$ cat config.mk
export PLATFORM = sky130hd
export DESIGN_NAME = rgb_led_effect_generator
export DESIGN_NICKNAME = d
export VERILOG_FILES = /design/src/rtl/core/rgbfx_pkg.sv /design/src/rtl/core/rgbfx_calc.sv /design/src/rtl/core/rgb_led_effect_generator.sv
export SDC_FILE = /design/constraint.sdc
export NUM_CORES = 2
export LEC_CHECK = 0
export ABC_AREA = 1
export BUFFER_PORTS_ARGS = -buffer_cell sky130_fd_sc_hd__buf_2
export CAP_MARGIN = 0
export CORE_MARGIN = 8
export CORE_UTILIZATION = 45
export CTS_CLUSTER_SIZE = 30
export DETAILED_ROUTE_END_ITERATION = 16
export SLEW_MARGIN = 20
export SYNTH_ARGS = -nofsm -noshare
export SYNTH_HDL_FRONTEND = slang
export SYNTH_HIERARCHICAL = 1
export SYNTH_SLANG_ARGS = --single-unit
$ cat constraint.sdc
create_clock -name clk -period 9.05 [get_ports clk]
set_clock_uncertainty 0.15 [all_clocks]
set_input_delay 0.4525 -clock clk [delete_from_list [all_inputs] [get_ports clk]]
set_output_delay 0.4525 -clock clk [all_outputs]
set_load 0.05 [all_outputs]
$ cat src/rtl/core/rgbfx_pkg.sv
package rgbfx_pkg;

	localparam int unsigned SINE_TABLE_DEPTH   = 256;
	localparam int unsigned HUE_UNITS_PER_TURN = 900;

	localparam int unsigned CH_W      = 8;
	localparam int unsigned COLOUR_W  = 3 * CH_W;
	localparam int unsigned REG_W     = 8;
	localparam int unsigned CFG_IDX_W = 3;
	localparam int unsigned Q15_W     = 16;
	localparam int unsigned STEP_W    = 7;
	localparam int unsigned WAIT_W    = 8;
	localparam int unsigned HUE_W     = $clog2(HUE_UNITS_PER_TURN + 1);
	localparam int unsigned HUE_SUM_W = HUE_W + 1;
	localparam int unsigned H6_W      = $clog2(6 * HUE_UNITS_PER_TURN + 1);
	localparam int unsigned T_W       = 24;

	localparam int unsigned MUL_A_W = 32;
	localparam int unsigned MUL_B_W = 16;
	localparam int unsigned MUL_P_W = MUL_A_W + MUL_B_W;
	localparam int unsigned SCALE_SHIFT = 30;

	// x / (HUE_UNITS_PER_TURN * 32768) as ((x >> 17) * HUE_RECIP) >> 24
	localparam int unsigned HUE_ODD         = HUE_UNITS_PER_TURN / 4;
	localparam int unsigned HUE_PRE_SHIFT   = 15 + 2;
	localparam int unsigned HUE_RECIP_SHIFT = 24;
	localparam int unsigned HUE_RECIP       =
		((1 << HUE_RECIP_SHIFT) + HUE_ODD - 1) / HUE_ODD;

	localparam logic [Q15_W-1:0] Q15_ONE = Q15_W'(32768);

	typedef enum logic [CFG_IDX_W-1:0] {
		REG_BASE_RED   = 3'd0,
		REG_BASE_GREEN = 3'd1,
		REG_BASE_BLUE  = 3'd2,
		REG_MODE       = 3'd3,
		REG_SPEED      = 3'd4,
		REG_BRIGHTNESS = 3'd5
	} reg_idx_t;

	typedef enum logic [1:0] {
		FX_SOLID = 2'd0,
		FX_PULSE = 2'd1,
		FX_WHEEL = 2'd2,
		FX_DARK  = 2'd3
	} mode_t;

	typedef enum logic [1:0] {
		PH_IDLE  = 2'd0,
		PH_RISE  = 2'd1,
		PH_FALL  = 2'd2,
		PH_PAUSE = 2'd3
	} phase_t;

	typedef enum logic [1:0] {
		ACT_NONE,
		ACT_BLACK,
		ACT_SCALE,
		ACT_HUE
	} act_t;

	typedef enum logic [1:0] {
		T_IDLE,
		T_CALC,
		T_OUT
	} top_state_t;

	typedef enum logic {
		CK_SCALE,
		CK_HUE
	} calc_kind_t;

	typedef enum logic [2:0] {
		C_IDLE,
		C_SCALE_P,
		C_SCALE_CH,
		C_HUE_SECT,
		C_HUE_MUL,
		C_HUE_DIV,
		C_DONE
	} calc_state_t;

	typedef struct packed {
		logic       start;
		calc_kind_t kind;
	} calc_req_t;

	typedef struct packed {
		logic                done;
		logic [COLOUR_W-1:0] colour;
	} calc_rsp_t;

	localparam logic [Q15_W-1:0] BRIGHT_Q15 [4] = '{
		Q15_W'(4915), Q15_W'(10813), Q15_W'(21627), Q15_W'(32768)
	};

	localparam int unsigned RAMP_LEN [3]   = '{80, 50, 28};
	localparam int unsigned HUE_TENTHS [3] = '{4, 8, 16};

	localparam logic [STEP_W-1:0] RAMP_N [3] = '{
		STEP_W'(RAMP_LEN[0]), STEP_W'(RAMP_LEN[1]), STEP_W'(RAMP_LEN[2])
	};

	localparam logic [WAIT_W-1:0] BREATHE_WAIT [3] = '{8'd17, 8'd11, 8'd6};
	localparam logic [WAIT_W-1:0] HUE_WAIT [3]     = '{8'd19, 8'd13, 8'd7};
	localparam logic [WAIT_W-1:0] DARK_WAIT        = 8'd239;

	localparam int unsigned INTEN_ENTRIES = RAMP_LEN[0] + RAMP_LEN[1] + RAMP_LEN[2] + 3;
	localparam int unsigned INTEN_IDX_W   = $clog2(INTEN_ENTRIES);

	localparam int unsigned RAMP_OFFS [3] = '{
		0, RAMP_LEN[0] + 1, RAMP_LEN[0] + RAMP_LEN[1] + 2
	};

	localparam logic [INTEN_IDX_W-1:0] RAMP_BASE [3] = '{
		INTEN_IDX_W'(RAMP_OFFS[0]), INTEN_IDX_W'(RAMP_OFFS[1]),
		INTEN_IDX_W'(RAMP_OFFS[2])
	};

	localparam logic [H6_W-1:0] SECT_BASE [6] = '{
		H6_W'(0), H6_W'(HUE_UNITS_PER_TURN), H6_W'(2 * HUE_UNITS_PER_TURN),
		H6_W'(3 * HUE_UNITS_PER_TURN), H6_W'(4 * HUE_UNITS_PER_TURN),
		H6_W'(5 * HUE_UNITS_PER_TURN)
	};

	// Odd polynomial quarter sine in Q30, rounded to Q1.15.
	function automatic logic [Q15_W-1:0] sine_q15(longint unsigned idx);
		longint unsigned u, u2, u3, u5, u7, u9, pos, neg, q, i;
		i   = (idx > SINE_TABLE_DEPTH) ? longint'(SINE_TABLE_DEPTH) : idx;
		u   = (i << 30) / SINE_TABLE_DEPTH;
		u2  = (u * u) >> 30;
		u3  = (u2 * u) >> 30;
		u5  = (u3 * u2) >> 30;
		u7  = (u5 * u2) >> 30;
		u9  = (u7 * u2) >> 30;
		pos = ((64'd1686629713 * u) >> 30) + ((64'd85569305 * u5) >> 30)
			+ ((64'd172272 * u9) >> 30);
		neg = ((64'd693598668 * u3) >> 30) + ((64'd5026995 * u7) >> 30);
		q   = (pos > neg) ? pos - neg : 64'd0;
		q   = (q + 64'd16384) >> 15;
		if (q > 64'd32768) begin
			q = 64'd32768;
		end
		return Q15_W'(q);
	endfunction

	typedef logic [Q15_W-1:0] inten_tab_t [INTEN_ENTRIES];

	function automatic inten_tab_t build_inten_tab();
		inten_tab_t      tab;
		longint unsigned idx;
		for (int s = 0; s < 3; s++) begin
			for (int st = 0; st <= int'(RAMP_LEN[s]); st++) begin
				idx = longint'(st) * SINE_TABLE_DEPTH / RAMP_LEN[s];
				tab[RAMP_OFFS[s] + st] = sine_q15(idx);
			end
		end
		return tab;
	endfunction

	localparam inten_tab_t INTEN_TAB = build_inten_tab();

	function automatic logic [HUE_W-1:0] hue_step_f(int unsigned s);
		int unsigned v;
		v = HUE_UNITS_PER_TURN * HUE_TENTHS[s] / 3600;
		if (v == 0) begin
			v = 1;
		end
		return HUE_W'(v);
	endfunction

	localparam logic [HUE_W-1:0] HUE_STEP [3] = '{
		hue_step_f(0), hue_step_f(1), hue_step_f(2)
	};

endpackage

$ cat src/rtl/core/rgbfx_calc.sv
module rgbfx_calc (
	input  logic                          clk,
	input  logic                          arst_n,
	input  rgbfx_pkg::calc_req_t          req,
	input  logic [rgbfx_pkg::Q15_W-1:0]   inten,
	input  logic [rgbfx_pkg::Q15_W-1:0]   bright,
	input  logic [rgbfx_pkg::HUE_W-1:0]   hue,
	input  logic [rgbfx_pkg::CH_W-1:0]    base_red,
	input  logic [rgbfx_pkg::CH_W-1:0]    base_green,
	input  logic [rgbfx_pkg::CH_W-1:0]    base_blue,
	output rgbfx_pkg::calc_rsp_t          rsp
);
	import rgbfx_pkg::*;

	calc_state_t state_q, state_d;
	calc_kind_t  kind_q;

	logic [MUL_P_W-1:0] prod_q;
	logic [1:0]         ch_q;
	logic [CH_W-1:0]    red_q, green_q, blue_q;
	logic [2:0]         sector_q;
	logic [HUE_W-1:0]   f_q;
	logic               pass_q;
	logic [CH_W-1:0]    up_q, dn_q;

	logic [MUL_A_W-1:0] mul_a;
	logic [MUL_B_W-1:0] mul_b;
	logic [MUL_P_W-1:0] mul_p;
	logic [CH_W-1:0]    base_sel;
	logic [CH_W-1:0]    ch_val;
	logic [T_W-1:0]     tval;
	logic [CH_W-1:0]    c_val;
	logic [HUE_W-1:0]   f_cmp;
	logic [H6_W-1:0]    h6;
	logic [2:0]         sect;
	logic [HUE_W-1:0]   f_val;
	logic [CH_W-1:0]    quo;
	logic [CH_W-1:0]    r_o, g_o, b_o;

	// shared multiplier
	assign mul_p = MUL_P_W'(mul_a) * MUL_P_W'(mul_b);
	assign ch_val = mul_p[SCALE_SHIFT +: CH_W];
	assign quo    = mul_p[HUE_RECIP_SHIFT +: CH_W];

	assign tval  = (T_W'(bright) << 8) - T_W'(bright);
	assign c_val = tval[15 +: CH_W];
	assign f_cmp = HUE_W'(HUE_UNITS_PER_TURN) - f_q;

	assign h6 = (H6_W'(hue) << 2) + (H6_W'(hue) << 1);

	always_comb begin
		sect = 3'd0;
		for (int k = 1; k < 6; k++) begin
			if (h6 >= H6_W'(k * HUE_UNITS_PER_TURN)) begin
				sect = 3'(k);
			end
		end
	end

	assign f_val = HUE_W'(h6 - SECT_BASE[sect]);

	always_comb begin
		unique case (ch_q)
			2'd0:    base_sel = base_red;
			2'd1:    base_sel = base_green;
			default: base_sel = base_blue;
		endcase
	end

	always_comb begin
		state_d = state_q;
		unique case (state_q)
			C_IDLE: begin
				if (req.start) begin
					state_d = (req.kind == CK_HUE) ? C_HUE_SECT : C_SCALE_P;
				end
			end
			C_SCALE_P:  state_d = C_SCALE_CH;
			C_SCALE_CH: begin
				if (ch_q == 2'd2) begin
					state_d = C_DONE;
				end
			end
			C_HUE_SECT: state_d = C_HUE_MUL;
			C_HUE_MUL:  state_d = C_HUE_DIV;
			C_HUE_DIV:  state_d = pass_q ? C_DONE : C_HUE_MUL;
			C_DONE:     state_d = C_IDLE;
			default:    state_d = C_IDLE;
		endcase
	end

	always_comb begin
		mul_a = '0;
		mul_b = '0;
		unique case (state_q)
			C_SCALE_P: begin
				mul_a = MUL_A_W'(inten);
				mul_b = bright;
			end
			C_SCALE_CH: begin
				mul_a = prod_q[MUL_A_W-1:0];
				mul_b = MUL_B_W'(base_sel);
			end
			C_HUE_MUL: begin
				mul_a = MUL_A_W'(tval);
				mul_b = MUL_B_W'(pass_q ? f_cmp : f_q);
			end
			C_HUE_DIV: begin
				mul_a = MUL_A_W'(HUE_RECIP);
				mul_b = prod_q[HUE_PRE_SHIFT +: MUL_B_W];
			end
			default: begin
				mul_a = '0;
				mul_b = '0;
			end
		endcase
	end

	always_comb begin
		r_o = '0;
		g_o = '0;
		b_o = '0;
		if (kind_q == CK_SCALE) begin
			r_o = red_q;
			g_o = green_q;
			b_o = blue_q;
		end else begin
			unique case (sector_q)
				3'd0: begin r_o = c_val; g_o = up_q; end
				3'd1: begin r_o = dn_q;  g_o = c_val; end
				3'd2: begin g_o = c_val; b_o = up_q; end
				3'd3: begin g_o = dn_q;  b_o = c_val; end
				3'd4: begin r_o = up_q;  b_o = c_val; end
				default: begin r_o = c_val; b_o = dn_q; end
			endcase
		end
	end

	assign rsp.done   = (state_q == C_DONE);
	assign rsp.colour = {r_o, g_o, b_o};

	always_ff @(posedge clk or negedge arst_n) begin
		if (!arst_n) begin
			state_q <= C_IDLE;
		end else begin
			state_q <= state_d;
		end
	end

	always_ff @(posedge clk) begin
		unique case (state_q)
			C_IDLE: begin
				if (req.start) begin
					kind_q <= req.kind;
					ch_q   <= 2'd0;
				end
			end
			C_SCALE_P: prod_q <= mul_p;
			C_SCALE_CH: begin
				unique case (ch_q)
					2'd0:    red_q   <= ch_val;
					2'd1:    green_q <= ch_val;
					default: blue_q  <= ch_val;
				endcase
				ch_q <= ch_q + 2'd1;
			end
			C_HUE_SECT: begin
				sector_q <= sect;
				f_q      <= f_val;
				pass_q   <= 1'b0;
			end
			C_HUE_MUL: prod_q <= mul_p;
			C_HUE_DIV: begin
				if (pass_q) begin
					dn_q <= quo;
				end else begin
					up_q <= quo;
				end
				pass_q <= 1'b1;
			end
			default: begin
			end
		endcase
	end

endmodule

$ cat src/rtl/core/rgb_led_effect_generator.sv
// channel | dir | fields (low bit first)              | transfer when
// s_      | in  | tdata: restart                      | s_tvalid & s_tready
// m_      | out | tdata: red, green, blue; tuser: frame_sent | m_tvalid & m_tready
// cfg_    | in  | cfg_index, cfg_data                 | cfg_wen
// One tick at a time: the next tick waits until the last result is taken on m_, and the one
// shared multiplier is reused for each product and reciprocal quotient of a colour.
// arst_n restores register defaults, idle phase and black held colour.
// A finished result holds on m_ until taken; s_tready stays low until then.
module rgb_led_effect_generator (
	input  logic                            clk,
	input  logic                            arst_n,
	input  logic                            s_tvalid,
	output logic                            s_tready,
	input  logic [7:0]                      s_tdata,   // restart
	output logic                            m_tvalid,
	input  logic                            m_tready,
	output logic [rgbfx_pkg::COLOUR_W-1:0]  m_tdata,   // red, green, blue
	output logic                            m_tuser,   // frame_sent
	input  logic                            cfg_wen,
	input  logic [rgbfx_pkg::CFG_IDX_W-1:0] cfg_index,
	input  logic [rgbfx_pkg::REG_W-1:0]     cfg_data
);
	import rgbfx_pkg::*;

	logic [CH_W-1:0] base_red_q, base_green_q, base_blue_q;
	mode_t           mode_q;
	logic [1:0]      speed_q;
	logic [1:0]      bright_q;

	top_state_t          state_q, state_d;
	phase_t              phase_q;
	logic [STEP_W-1:0]   ramp_q;
	logic [WAIT_W-1:0]   wait_q;
	logic [HUE_W-1:0]    hue_q;
	logic [COLOUR_W-1:0] held_q;
	logic                frame_q;
	logic [Q15_W-1:0]    inten_q;
	logic [HUE_W-1:0]    huearg_q;

	logic                accept;
	logic                restart;
	logic [1:0]          sp;
	phase_t              ph_d;
	logic [STEP_W-1:0]   ramp_d;
	logic [STEP_W-1:0]   rc;
	logic [STEP_W-1:0]   n_steps;
	logic [WAIT_W-1:0]   wait_d;
	logic [HUE_W-1:0]    hue_d;
	logic [HUE_W-1:0]    hc;
	logic [HUE_SUM_W-1:0] hsum;
	logic [Q15_W-1:0]    inten_d;
	logic [HUE_W-1:0]    huearg_d;
	act_t                act;
	logic                frame_d;
	logic                compute;
	calc_req_t           req;
	calc_rsp_t           rsp;

	assign restart = s_tdata[0];
	assign accept  = s_tvalid && s_tready;
	assign sp      = (speed_q > 2'd2) ? 2'd2 : speed_q;
	assign n_steps = RAMP_N[sp];
	assign compute = (act == ACT_SCALE) || (act == ACT_HUE);

	always_comb begin
		ph_d     = phase_q;
		ramp_d   = ramp_q;
		wait_d   = wait_q;
		hue_d    = hue_q;
		act      = ACT_NONE;
		frame_d  = 1'b0;
		inten_d  = Q15_ONE;
		huearg_d = hue_q;
		rc       = (ramp_q > n_steps) ? n_steps : ramp_q;
		hc       = (hue_q >= HUE_W'(HUE_UNITS_PER_TURN)) ? '0 : hue_q;
		hsum     = HUE_SUM_W'(hc) + HUE_SUM_W'(HUE_STEP[sp]);
		if (restart) begin
			ramp_d = '0;
			wait_d = '0;
			hue_d  = '0;
			ph_d   = PH_IDLE;
			rc     = '0;
			hc     = '0;
			hsum   = HUE_SUM_W'(HUE_STEP[sp]);
			unique case (mode_q)
				FX_SOLID: begin
					act     = ACT_SCALE;
					frame_d = 1'b1;
				end
				FX_DARK: begin
					act     = ACT_BLACK;
					frame_d = 1'b1;
				end
				default: ph_d = PH_RISE;
			endcase
		end
		if (!frame_d) begin
			if ((mode_q == FX_SOLID) || (mode_q == FX_DARK)) begin
				ph_d = PH_IDLE;
			end else if (ph_d != PH_IDLE) begin
				if (wait_d != '0) begin
					wait_d = wait_d - 1'b1;
				end else if (mode_q == FX_PULSE) begin
					if (ph_d == PH_PAUSE) begin
						ph_d   = PH_RISE;
						ramp_d = '0;
						wait_d = DARK_WAIT;
					end else begin
						inten_d = INTEN_TAB[RAMP_BASE[sp] + INTEN_IDX_W'(rc)];
						act     = ACT_SCALE;
						frame_d = 1'b1;
						ramp_d  = rc;
						if (ph_d == PH_RISE) begin
							if (rc == n_steps) begin
								ph_d = PH_FALL;
							end else begin
								ramp_d = rc + 1'b1;
							end
						end else if (rc == '0) begin
							ph_d = PH_PAUSE;
						end else begin
							ramp_d = rc - 1'b1;
						end
						wait_d = BREATHE_WAIT[sp];
					end
				end else begin
					huearg_d = hc;
					act      = ACT_HUE;
					frame_d  = 1'b1;
					if (hsum >= HUE_SUM_W'(HUE_UNITS_PER_TURN)) begin
						hue_d = HUE_W'(hsum - HUE_SUM_W'(HUE_UNITS_PER_TURN));
					end else begin
						hue_d = hsum[HUE_W-1:0];
					end
					wait_d = HUE_WAIT[sp];
				end
			end
		end
	end

	always_comb begin
		state_d = state_q;
		unique case (state_q)
			T_IDLE: begin
				if (s_tvalid) begin
					state_d = compute ? T_CALC : T_OUT;
				end
			end
			T_CALC: begin
				if (rsp.done) begin
					state_d = T_OUT;
				end
			end
			T_OUT: begin
				if (m_tready) begin
					state_d = T_IDLE;
				end
			end
			default: state_d = T_IDLE;
		endcase
	end

	always_comb begin
		s_tready  = (state_q == T_IDLE);
		m_tvalid  = (state_q == T_OUT);
		req.start = accept && compute;
		req.kind  = (act == ACT_HUE) ? CK_HUE : CK_SCALE;
	end

	assign m_tdata = {held_q[CH_W-1:0], held_q[CH_W +: CH_W], held_q[2*CH_W +: CH_W]};
	assign m_tuser = frame_q;

	rgbfx_calc u_calc (
		.clk        (clk),
		.arst_n     (arst_n),
		.req        (req),
		.inten      (inten_q),
		.bright     (BRIGHT_Q15[bright_q]),
		.hue        (huearg_q),
		.base_red   (base_red_q),
		.base_green (base_green_q),
		.base_blue  (base_blue_q),
		.rsp        (rsp)
	);

	always_ff @(posedge clk or negedge arst_n) begin
		if (!arst_n) begin
			base_red_q   <= 8'd255;
			base_green_q <= 8'd255;
			base_blue_q  <= 8'd255;
			mode_q       <= FX_SOLID;
			speed_q      <= 2'd1;
			bright_q     <= 2'd3;
		end else if (cfg_wen) begin
			unique case (reg_idx_t'(cfg_index))
				REG_BASE_RED:   base_red_q   <= cfg_data[CH_W-1:0];
				REG_BASE_GREEN: base_green_q <= cfg_data[CH_W-1:0];
				REG_BASE_BLUE:  base_blue_q  <= cfg_data[CH_W-1:0];
				REG_MODE:       mode_q       <= mode_t'(cfg_data[1:0]);
				REG_SPEED:      speed_q      <= cfg_data[1:0];
				REG_BRIGHTNESS: bright_q     <= cfg_data[1:0];
				default: begin
				end
			endcase
		end
	end

	always_ff @(posedge clk or negedge arst_n) begin
		if (!arst_n) begin
			state_q <= T_IDLE;
			phase_q <= PH_IDLE;
			ramp_q  <= '0;
			wait_q  <= '0;
			hue_q   <= '0;
			held_q  <= '0;
			frame_q <= 1'b0;
		end else begin
			state_q <= state_d;
			if (accept) begin
				phase_q <= ph_d;
				ramp_q  <= ramp_d;
				wait_q  <= wait_d;
				hue_q   <= hue_d;
				frame_q <= frame_d;
				if (act == ACT_BLACK) begin
					held_q <= '0;
				end
			end
			if ((state_q == T_CALC) && rsp.done) begin
				held_q <= rsp.colour;
			end
		end
	end

	always_ff @(posedge clk) begin
		if (accept) begin
			inten_q  <= inten_d;
			huearg_q <= huearg_d;
		end
	end

endmodule

# --- Word-level counts from Yosys, hierarchy flattened ---
# Memories as Yosys holds them, arrays and structs flattened. A register that Yosys moved wholly into a read port is not among the register bits.
# Index checks and enable logic that the tools add are counted.
totals:
  reg_bits: 187
  mem_bits_ro: 4200
  in_bits: 24
  out_inout_bits: 27
  word_cells: 248
  memories: 2
classes:
  n_addsub: 11
  multipliers: 1
  order_cmp: 12
  n_eq_ne: 32
  n_mux: 114
  bitwise_logic: 8
  n_reduce_logical: 42
mem_list:
  columns: ["memory", "words", "width", "read_ports", "rd_ports_with_merged_regs", "wr", "line_no", "source"]
  rows:
  - ["(name not given)", 256, 16, 1, 1, 0, "rgb_led_effect_generator.sv:109", "inten_d = INTEN_TAB[RAMP_BASE[sp] + INTEN_IDX_W'(rc)];"]
  - ["(name not given)", 8, 13, 1, 0, 0, "rgbfx_calc.sv:60", "assign f_val = HUE_W'(h6 - SECT_BASE[sect]);"]
op_table:
  columns: ["cell", "count"]
  rows:
  - ["two-way mux 10 bit", 19]
  - ["two-way mux 8 bit", 16]
  - ["case mux 32 bit (4 select lines)", 1]
  - ["two-way mux 7 bit", 14]
  - ["two-way mux 24 bit", 3]
  - ["case mux 8 bit (3 select lines)", 3]
  - ["case mux 16 bit (4 select lines)", 1]
  - ["two-way mux 2 bit", 25]
  - ["binary-select mux 8 bit (select 2 bit)", 3]
  - ["multiplier 32 x 16 -> 38 bit", 1]
  - ["binary-select mux 16 bit (select 2 bit)", 1]
  - ["two-way mux 16 bit", 2]
  - ["AND reduction 2 bit", 15]
  - [">= comparator 13 x 12 -> 1 bit, second input constant", 2]
  - ["subtractor 24 x 16 -> 24 bit", 1]
  - ["binary-select mux 10 bit (select 2 bit)", 1]
  - ["== test 3 x 2 -> 1 bit, second input constant", 6]
  - ["== test 3 bit, second input constant", 6]
  - ["two-way mux 3 bit", 6]
  - ["case mux 3 bit (6 select lines)", 1]
  - ["case mux 8 bit (2 select lines)", 1]
  - ["binary-select mux 7 bit (select 2 bit)", 1]
  - ["OR reduction 2 bit", 7]
  - ["adder 12 x 11 -> 13 bit", 1]
  - ["other kinds (42)", 83]

# --- Logic depth before layout (Yosys ltp) ---
logic_depth:
  ltp_word: 18
  mapped_depth: 47
  depth_no_buf: 47

# --- Cells and area by module ---
# Netlist, hierarchy kept.
by_module_without_submodules:
  columns: ["module", "instances", "cells_per_inst", "area_per_inst_um2", "seq_area_each_um2"]
  rows:
  - ["rgbfx_calc", 1, 2626, 20658.6, 2747.6]
  - ["rgb_led_effect_generator", 1, 1528, 10143.5, 2916.5]

# --- Least setup slack after synthesis ---
# No wires, ideal clock.
synth_timing:
  path_type: "register -> register"
  from: "register bright_q[0]"
  to: "register u_calc.blue_q[1] (data pin)"
  setup_time_ps: 208
  t_arrival_ps: 7387
  t_required_ps: 8692
  slack_ps: 1305
  path_stages_with_launch: 34
  path_buffers: 0
  period_less_slack_ps: 7745
  path_cell_list: "dfstp_2 > inv_1 > ha_1 > or2_2 > inv_1 > ha_1 > a21oi_1 > o21ai_0 > a21oi_1 > nand3_1 > nand2_1 > nand3_1 > o21ai_1 > nand2_1 > fa_1 > fa_1 > fa_1 > inv_1 > fa_1 > fa_1 > inv_1 > fa_1 > inv_1 > ha_1 > nand2_1 > nor2_1 > inv_1 > nor3_1 > nand3_1 > nand3_1 > nand2_1 > nand2_1 > a21oi_1 > xnor2_1"
synth_between:
  elab_chain_cells: 7
  word_cells_on_any_way: 8
  cone_classes: "add/sub: 1; mul: 1; mux: 5; bitwise: 1"
synth_lines:
  columns: ["item", "line_no", "source"]
  rows:
  - ["start, declared", "rgb_led_effect_generator.sv:28", "logic [1:0] bright_q;"]
  - ["start signal, assigned", "rgb_led_effect_generator.sv:201", "REG_BRIGHTNESS: bright_q <= cfg_data[1:0];"]
  - ["NOT 2 -> 3 bit (not written as such) *", "rgb_led_effect_generator.sv:178", ".bright (BRIGHT_Q15[bright_q]),"]
  - ["binary-select mux 16 bit (select 2 bit) *", "rgb_led_effect_generator.sv:178", null]
  - ["two-way mux 16 bit (not written as such) * (2 in a row)", "rgb_led_effect_generator.sv:178", null]
  - ["subtractor 24 x 16 -> 24 bit", "rgbfx_calc.sv:45", "assign tval = (T_W'(bright) << 8) - T_W'(bright);"]
  - ["case mux 32 bit (4 select lines)", "rgbfx_calc.sv:95", "unique case (state_q)"]
  - ["multiplier 32 x 16 -> 38 bit *", "rgbfx_calc.sv:41", "assign mul_p = MUL_P_W'(mul_a) * MUL_P_W'(mul_b);"]
  - ["via u_calc.mul_p[31]", "rgbfx_calc.sv:28", "logic [MUL_P_W-1:0] mul_p;"]
  - ["end signal, assigned", "rgbfx_calc.sv:163", "default: blue_q <= ch_val;"]
  - ["end, declared", "rgbfx_calc.sv:20", "logic [CH_W-1:0] red_q, green_q, blue_q;"]
# Mark *: on every way through the listed nets, which the timed path passes. The rest lies on a longest branch. The select of a mux whose other input is x is not followed.
# A chain may end at the register's enable or synchronous reset.

# --- Worst setup path after layout ---
layout_timing:
  from: "register bright_q[1]"
  to: "register u_calc.blue_q[5] (data pin)"
# The elaborated chain is that of the path after synthesis.

==> results.md <==
* Outcome: complete, no violations
* Worst-Margin Slew at ~1.1 ns
* Fin. max-slew vios at 0
* Max-capacitance violation count at 0
* Clock slew at the register clock pins of the worst setup and hold paths at 0.06 ns
* Final setup violation count at 0
* Pin count of the biggest net entering global routing at 101
* Synthesized netlist cell count at 4154
* Max frequency at 115 MHz
* Setup repair after global routing missed its margin: false
* Kind of path behind the tightest hold check: in2reg
* Remaining Overflow, GRT at 0
* Initial antenna violation count at 2
* Maximum single-stage delay on the critical path at 0.65 ns
* Worst slack, placed at around 0.30 ns
* Arrival time reported for the critical path endpoint at 8.76 ns
* Placeable core region at 68200 um^2
* Number of global-route vias before repair at 28300
* Share of flip-flops with an asynchronous set or reset after synthesis at 43.1%
* Initial cell density of the core at 45.1%
* I/O Pins at 51
* Post-synthesis area per instance at 7.42 um^2
* Root Buffer Master: clkbuf_16
* Depth of the CTS H-tree at 1
* Number of enable-type register cells in the synthesized netlist at 115
* CTS sink count at 202
* Cell family with the largest share of critical-path delay: adder cells
* WL final at between 90000 and 100000 um
* Height of the die at between 200 and 300 um
* Dominant register cell in the synthesized netlist: edfxtp_1
* Synth cell types at 69
* Total routing usage reported by global routing at 25.7%
* Post-layout net count at 4855
* Ratio of cells with drive above 1 in the final layout at 9.49%
* Antenna diode count at 0
* Global placement routability congestion at 0.981
* Routed WL per cell at 19.1 um
* Top cell by count, worst path: nand2_1
* Seq/Total Area, Yosys at 18.4%
* Synth warnings at 6
* Largest fanout of any net on the critical path at 12
* Final number of hold-violating endpoints at 0
* Die extent in x at 278 um
* Buffers added on ports at 43
* Worst skew pair latency at around 0.53 ns
* Post-route fraction of the period consumed by the critical path at 95.8%
* Detailed-routing iteration count for the pre-antenna-repair pass at 6
* Cell Rows at 96
* DRT antenna net count at 0
* Launching element type of the critical path: register
* Total CTS buffers at 23
* Slew HR at 23.8%
* Synthesis-stage register bit count at approximately 200
* First-pass GRT wire length at 158000 um
* Element type at the critical path end: register
* Category of the most critical setup path: reg2reg
* Minimum period implied by the final worst setup slack at 8.67 ns
* Clock tree from TritonCTS: built
* Final sum of negative setup slack at 0 ns
* Detailed-route via count at 28000
* Buffer levels on the longest clock path at 3
* Drt first-iter violations at 2452
* Area delta synth->final at 9.06%
* Die footprint at just under 80000 um^2
* Mapped Area at slightly above 30000 um^2
* Required time at the endpoint of the critical path at 9.14 ns
* Post-route DRC violation count at 0
* Cell with the biggest individual delay on the critical path: o21ai_0
* Detailed placer's ending HPWL at 77500 um
* Detailed-route vias per instance at 5.39
* Number of buffer and inverter instances along the worst setup path at 9
* Setup slack after layout at 0.379 ns
-- layout make-up --
cell class	instances	area, um^2
tap	882	1100
inverter	856	3220
fill	6897	34600
timing repair buffer	189	1390
multi-input combinational	3024	21500
clock inverter	14	141
sequential	202	5660
clock buffer	27	612
-- what timing repair did --
item,in CTS,in global routing
gates resized for setup,0,18
buffers inserted,0,3
hold buffers,2,0
setup endpoints to repair,0,28
hold endpoints to repair,25,0
-- path summary, 6_finish.rpt --
check	startpoint	end	slack (ns)	cells after the start
worst max-delay path	bright_q[1]$_DFFE_PN1P_	u_calc/blue_q[5]$_DFFE_PP_	0.38	36
worst min-delay path	cfg_data[3]	base_green_q[3]$_DFFE_PN1P_	0.07	3
worst max register to register	bright_q[1]$_DFFE_PN1P_	u_calc/blue_q[5]$_DFFE_PP_	0.38	36
worst min register to register	wait_q[1]$_DFFE_PN0P_	wait_q[1]$_DFFE_PN0P_	0.34	2
max in group asynchronous	arst_n	ramp_q[0]$_DFFE_PN0P_	7.36	3
min in group asynchronous	arst_n	held_q[0]$_DFFE_PN0P_	0.21	2
-- worst min-delay path, cell delays in order --
cell     delay, ns
buf_2         0.12
inv_1         0.07
o21ai_0       0.08
-- metal layers --
metal	global-route usage, %	vias up	routed length (um)
li1	-	13200	-
met1	33.8	13500	41700
met2	43.7	1085	47000
met3	3.07	226	6820
met4	8.62	2	3590
met5	0	-	13
-- layout by cell type (no fill, tap or decap), types with 42 or more instances in the layout --
master    instances
buf_2            42
edfxtp_1        115
inv_1           819
a21oi_1         140
nor2_1          318
o21ai_0         164
ha_1            155
buf_4           139
dfrtp_1          60
conb_1           60
nand2_1        1045
nand3_1         346
fa_1            378
-- synth_stat cells, types with 15 or more instances --
| cell type | number | area share (%) |
|---|---|---|
| a21oi_1 | 142 | 2.3 |
| a221oi_1 | 15 | 0.43 |
| a31oi_1 | 16 | 0.32 |
| buf_2 | 56 | 0.91 |
| buf_4 | 21 | 0.51 |
| clkbuf_1 | 34 | 0.41 |
| dfrtp_1 | 60 | 4.9 |
| dfstp_2 | 27 | 2.3 |
| edfxtp_1 | 115 | 11 |
| fa_1 | 378 | 25 |
| ha_1 | 157 | 6.4 |
| inv_1 | 822 | 10 |
| inv_2 | 29 | 0.35 |
| nand2_1 | 1048 | 13 |
| nand2_2 | 24 | 0.49 |
| nand3_1 | 346 | 5.6 |
| nand3b_1 | 21 | 0.51 |
| nand4_1 | 26 | 0.53 |
| nor2_1 | 318 | 3.9 |
| nor3_1 | 32 | 0.52 |
| o211ai_1 | 26 | 0.63 |
| o21ai_0 | 165 | 2.7 |
| o21ai_1 | 27 | 0.44 |
| o22ai_2 | 20 | 0.81 |
| xnor2_1 | 16 | 0.45 |
| xor2_1 | 37 | 1.1 |
-- cells by family after synthesis --
kind of cell             count (synthesis)  synth area share [%]
XOR/XNOR                                55                  1.61
buffers and inverters                  985                  12.9
flip-flops                             202                  18.4
other                                    3                0.0366
AND/OR/NAND/NOR                       1867                  26.0
adder cells (fa/ha/maj)                535                  30.9
AO/OA/AOI/OAI                          507                  10.2
-- registers in the layout, indices dropped and copies added (netlist names), 7 cells and up --
signal          flops
u_calc/up_q         8
base_red_q          8
wait_q              8
u_calc/f_q          9
held_q             24
base_green_q        8
ramp_q              7
u_calc/prod_q      33
base_blue_q         8
u_calc/blue_q       8
u_calc/green_q      8
inten_q            16
u_calc/red_q        8
huearg_q           10
u_calc/dn_q         8
hue_q              10
-- through the flow --
stage                     hold WS (ns)  utilization (%)  cell area (um^2)  cells
after detailed placement         0.234             48.0             32700   5148
final                           0.0686             49.2             33600   5194
after floorplan                0.00691                -             31000   4211
after global placement           0.233             48.0             32700   5148
after CTS                       0.0389             49.1             33500   5191
after global routing            0.0691             49.2             33600   5194
Power is not shown: default switching activity piles up to over one toggle a cycle in this logic, so the estimate is an artifact.
